`src/rtl/fhr_pkg.sv`:
```
package fhr_pkg;

  localparam int MAX_WIDTH_DEF  = 64;
  localparam int MAX_HEIGHT_DEF = 64;

  localparam logic [31:0] LCG_MUL = 32'h015a_4e35;
  localparam logic [31:0] LCG_INC = 32'd1;

  localparam int PADDR_W = 4;

  localparam logic [1:0] OP_WRITE = 2'd0;
  localparam logic [1:0] OP_READ  = 2'd1;
  localparam logic [1:0] OP_RISE  = 2'd2;
  localparam logic [1:0] OP_SEED  = 2'd3;

  localparam logic [1:0] REG_WIDTH  = 2'd0;
  localparam logic [1:0] REG_HEIGHT = 2'd1;
  localparam logic [1:0] REG_DECAY  = 2'd2;

  localparam logic [6:0] WIDTH_RST  = 7'd64;
  localparam logic [6:0] HEIGHT_RST = 7'd64;
  localparam logic [7:0] DECAY_RST  = 8'd12;
  localparam logic [31:0] SEED_RST  = 32'd1;

  localparam int MOD_BITS_PER_CYCLE = 4;

  function automatic logic [1:0] mod3(input logic [31:0] x);
    logic [5:0] s;
    logic [3:0] a;
    s = '0;
    for (int i = 0; i < 16; i++) begin
      s = s + 6'(x[2*i +: 2]);
    end
    a = 4'(s[1:0]) + 4'(s[3:2]) + 4'(s[5:4]);
    if (a >= 4'd6) begin
      a = a - 4'd6;
    end else if (a >= 4'd3) begin
      a = a - 4'd3;
    end
    return a[1:0];
  endfunction

endpackage

```
`src/rtl/fhr_mod.sv`:
```
module fhr_mod (
  input  logic        clk,
  input  logic        rst_n,
  input  logic        start,
  input  logic [31:0] dividend,
  input  logic [7:0]  divisor,
  output logic        done,
  output logic [7:0]  rem
);

  localparam int BPC   = fhr_pkg::MOD_BITS_PER_CYCLE;
  localparam int STEPS = 32 / BPC;
  localparam int CW    = $clog2(STEPS + 1);

  logic [31:0]   q_r;
  logic [8:0]    rem_r;
  logic [CW-1:0] cnt_r;
  logic          done_r;
  logic [8:0]    r_nxt;

  always_comb begin
    r_nxt = rem_r;
    for (int i = 0; i < BPC; i++) begin
      r_nxt = {r_nxt[7:0], q_r[31-i]};
      if (r_nxt >= {1'b0, divisor}) begin
        r_nxt = r_nxt - {1'b0, divisor};
      end
    end
  end

  always_ff @(posedge clk) begin
    if (!rst_n) begin
      cnt_r  <= '0;
      done_r <= 1'b0;
    end else begin
      done_r <= 1'b0;
      if (start) begin
        cnt_r <= CW'(STEPS);
      end else if (cnt_r != '0) begin
        cnt_r <= cnt_r - CW'(1);
        if (cnt_r == CW'(1)) begin
          done_r <= 1'b1;
        end
      end
    end
  end

  always_ff @(posedge clk) begin
    if (start) begin
      q_r   <= dividend;
      rem_r <= '0;
    end else if (cnt_r != '0) begin
      q_r   <= q_r << BPC;
      rem_r <= r_nxt;
    end
  end

  assign done = done_r;
  assign rem  = rem_r[7:0];

endmodule

```
`config.mk`:
```
export PLATFORM = sky130hd
export DESIGN_NAME = fhr_mod
export DESIGN_NICKNAME = d
export VERILOG_FILES = /design/src/rtl/fhr_pkg.sv /design/src/rtl/fhr_mod.sv
export SDC_FILE = /design/constraint.sdc
export NUM_CORES = 1
export LEC_CHECK = 0
export BUFFER_PORTS_ARGS = -buffer_cell sky130_fd_sc_hd__buf_2
export CORE_ASPECT_RATIO = 0.75
export CORE_MARGIN = 3
export CORE_UTILIZATION = 50
export DETAILED_ROUTE_END_ITERATION = 10
export PLACE_DENSITY = 0.69
export REMOVE_ABC_BUFFERS = 1
export SETUP_SLACK_MARGIN = 0.02
export SLEW_MARGIN = 0
export SYNTH_ARGS = -nofsm -noshare
export SYNTH_HDL_FRONTEND = slang
export SYNTH_SLANG_ARGS = --single-unit
```
`constraint.sdc`:
```
create_clock -name clk -period 9.9 [get_ports clk]
set_input_delay 1.485 -clock clk [delete_from_list [all_inputs] [get_ports clk]]
set_output_delay 1.485 -clock clk [all_outputs]
set_load 0.01 [all_outputs]
```
# Word-level counts from Yosys, hierarchy flattened
# Index checks and enable logic that the tools add are counted.
# totals
regBits	45
output_inout_bits	9
wordCells	30
# classes
add_sub_neg	5
magnitude_cmp	4
eq_ne	1
n_mux	9
n_bitwise	2
reduce_logical	4
# ops
operator	count
$mux 32	2
$ge 9x8->1	4
$mux 8	4
$sub 8x8->8	4
$mux 4	2
$eq 4x1->1 const B	1
$reduce_bool 4->1	1
$sub 4x1->4 const B	1
$reduce_or 3->1	1
$not 1->1	2
$reduce_bool 2->1	1
$reduce_or 2->1	1
$mux 1	1

# Logic depth before layout (Yosys ltp)
# depth
depth_word	8
mapped_depth	41
ltp_nobuf	38

# Worst setup path before layout
# No wires, ideal clock.
# synth_timing
path_kind	input to register
start	input divisor[1]
end	register rem_r[0]
setup_ns	0.079
arrival_ns	8.735
t_required_ns	9.821
slack_ns	1.086
path_stages	39
path_cell_list	inv_1 -> ha_1 -> nor2b_1 -> o21ai_0 -> a31o_1 -> nand2_2 -> o21ai_0 -> inv_1 -> ha_1 -> nand2b_1 -> a21oi_1 -> nor3_1 -> o21ai_0 -> and2_1 -> clkbuf_1 -> or2_1 -> buf_6 -> a21oi_1 -> [... 3 more ...] -> o21a_1 -> o21ai_1 -> a21oi_1 -> a211oi_1 -> o211ai_4 -> buf_2 -> a21oi_1 -> ha_1 -> nand2b_1 -> a21oi_1 -> a211oi_1 -> o21ai_1 -> o21ai_1 -> nand2b_1 -> nor2_1 -> mux2i_4 -> mux2_4 -> a211oi_2
# synth_via
elab_chain_len	8
elab_cells_between_ends	11
classes_between	3 x add/sub; 4 x order compare; 4 x mux
# synth_lines
element	line	source
start, declared	fhr_mod.sv:6	input logic [7:0] divisor,
$sub 8x8->8 or $ge 9x8->1 (tied branches)	fhr_mod.sv:26, fhr_mod.sv:25	
$mux 8	fhr_mod.sv:25	if (r_nxt >= {1'b0, divisor}) begin
$sub 8x8->8 or $ge 9x8->1 (tied branches)	fhr_mod.sv:26, fhr_mod.sv:25	
$mux 8	fhr_mod.sv:25	
$sub 8x8->8 or $ge 9x8->1 (tied branches)	fhr_mod.sv:26, fhr_mod.sv:25	
$mux 8	fhr_mod.sv:25	
$ge 9x8->1 *	fhr_mod.sv:25	
$mux 8 *	fhr_mod.sv:25	
end signal, assigned	fhr_mod.sv:54	rem_r <= r_nxt;
end, declared	fhr_mod.sv:16	logic [8:0] rem_r;
# Mark *: on every way between the ends. The rest lies on a longest branch, timed or not.
# A chain may end at the register's enable or synchronous reset.

# Worst setup path in the final report
# Same ends and word-level chain as after synthesis.

==> impl_metrics.tcl <==
set metrics [dict create \
    synthTopCellsByArea "edfxtp_1, ha_1, mux2_2" \
    worstSetupPathType "in -> reg" \
    syn_inst 341 \
    final_cell_mix "buf_2, mux2_2, ha_1" \
    grt_max_degree 39 \
    syn_to_final_growth_pct 13.8 \
    start_kind "primary input" \
    reg2reg_depth 35 \
    num_vias 2755 \
    end_kind "flip-flop" \
    vias_per_cell 5.61 \
    fin_skew_ns 0.0116 \
    netlist.area_leader.share 0.270 \
    final-hold-violation-count 0 \
    tns_ns 0 \
    numCtsBuffers 5 \
    postCtsSetupBuffers 0 \
    drt-initial-drc-count 150 \
    rsz0062_at_grt "false" \
    ys_seq_area_frac 0.343 \
    yosys_warnings 0 \
    antenna_found_initial 0 \
    layout-drive-gt1-share 0.292 \
    cts.htree.levels 2 \
    r2r_slack_ns 1.64 \
    routed-wl-met2_um 3360 \
    core_sq_um 6600 \
    drc 0 \
    cts_tree "yes" \
    layout_commonest_cell "buf_2" \
    rows 25 \
    cts_resized 0 \
    setup_viol 0 \
    met3_length_um 613 \
    status "complete, no violations" \
    routedWlPerCell_um 15.8 \
    fin_crit_ns 9.38 \
    cpMaxStageDelayCell "mux2_2" \
    cts-hold-fix-buffers 0 \
    r2r-start "q_r[31]" \
    clockBufferDepth 2 \
    hold_path_class "reg -> reg" \
    dp.cells 483 \
    dieArea_sq_um 8190 \
    grt_pass1_vias 2628 \
    cts.clk_slew.worst_paths_ns 0.09 \
    synthFlopType "edfxtp_1" \
    yosysUniqueCellTypes 57 \
    worstMarginPinSlew_ns 0.765 \
    max-slew-margin-rel 0.490 \
    crit_top_cell "ha_1" \
    setup_slack_ns 0.520 \
    ios 52 \
    routed_wl_um 7780 \
    nNetsFinal 477 \
    drtAntennaViolNets 0 \
    fp.dieH_um 79.1 \
    met1_length_um 3740 \
    min_to "done" \
    synth-edff-count 32 \
    holdPathStages 1 \
    die_w_um 103 \
    worst-endpoint-required_ns 10.13 \
    crit_fanout 14 \
    slew_viol_final 0 \
    period_share 0.947 \
    numPortBuffers 51 \
    critPathMaxStageDelay_ns 0.39 \
    dp_slack_ns 0.203 \
    routabilityCongestion 0.919 \
    overflow 0 \
    start_util 0.540 \
    insertion_delay_ns 0.30 \
    clock_sinks 45 \
    syn_area_per_cell_sq_um 10.5 \
    final_core_util 0.615 \
    reg2reg_to "rem_r[0]" \
    first_pass_iters 4 \
    n_antenna_cell 0 \
    async_flop_share 0 \
    critPathArrivalTime_ns 9.61 \
    top_layer "met4" \
    fmax_ghz 0.107 \
    grtUsageTotal 0.203 \
    synth_area_sq_um 3560 \
    root_buffer "clkbuf_8" \
    dp_hpwl_um 6200 \
    ys_ff_latch 45 \
    drv_cap 0 \
    grt_pass1_wl_um 13000 \
    final-instance-count-excl-fill 491 \
    synth.largest_area_cell "edfxtp_1" \
    min_from "cnt_r[2]" \
]
==> cell usage after synthesis (3+ instances only) <==
cell type and number:
o21ai_1 4, edfxtp_1 32, inv_1 20, fa_1 4, a211oi_1 6, a21o_1 11, nor3_1 10, mux2_2 36
nand4_1 4, nand3_1 3, a21oi_1 21, o21ai_0 14, nand2b_1 12, nand2_1 12, nor2b_1 5, dfxtp_1 13
xnor2_1 13, and2_1 5, nor2_1 19, buf_1 3, o21a_1 7, ha_1 34, mux2i_1 6, xor2_1 6
==> how the worst max path moves through the flow <==
stage | startpoint | endpoint | cells past startpoint
2_1_floorplan | divisor[1] | rem_r[0] | 35
3_3_place_gp | divisor[1] | rem_r[0] | 36
3_5_place_dp | divisor[1] | rem_r[0] | 36
4_1_cts | divisor[1] | rem_r[0] | 36
5_1_grt | divisor[1] | rem_r[0] | 35
6_report | divisor[1] | rem_r[0] | 35
==> critical path, delay by kind of cell <==
family,cells,cell delay [ns]
simple gates,7,1.29
fa+ha+maj,4,1.42
compound gates,17,3.36
mux,5,1.63
buf+inv,2,0.39
==> cells by family (layout without fill, tap and decap cells) <==
| group | after synthesis | count (layout) | share of synthesized area |
|---|---|---|---|
| flops | 45 | 45 | 0.343 |
| fa+ha+maj | 38 | 38 | 0.142 |
| mux | 45 | 45 | 0.145 |
| buf+inv | 28 | 84 | 0.0319 |
| xor+xnor | 19 | 19 | 0.0467 |
| simple gates | 82 | 82 | 0.120 |
| compound gates | 84 | 84 | 0.171 |
==> stage by stage <==
stage | instance area, sq um | hold WS [ns]
final | 4060 | 0.507
after global routing | 4060 | 0.527
after CTS | 4050 | 0.503
after detailed placement | 3930 | 0.490
after global placement | 3930 | 0.482
after floorplan | 3530 | 0.449
==> flip-flops by register name, summed over array words and instances (netlist names) <==
name   flops
q_r       32
rem_r      8
cnt_r      4
done       1
==> per-layer routing <==
| layer | track usage | vias to the layer above |
|---|---|---|
| met1 | 0.302 | 1292 |
| li1 | - | 1379 |
| met3 | 0.0500 | 7 |
| met2 | 0.301 | 77 |
| met5 | 0 | - |
| met4 | 0.0362 | 0 |
==> final cells by class <==
type	count	area [sq um]
Multi-Input combinational cell	268	2240
Inverter	21	82.6
Timing Repair Buffer	55	285
Clock buffer	5	68.8
Tap cell	94	118
Clock inverter	3	43.8
Fill cell	570	2540
Sequential cell	45	1220
Power is not shown: default switching activity piles up to over one toggle a cycle in this logic, so the estimate is an artifact.
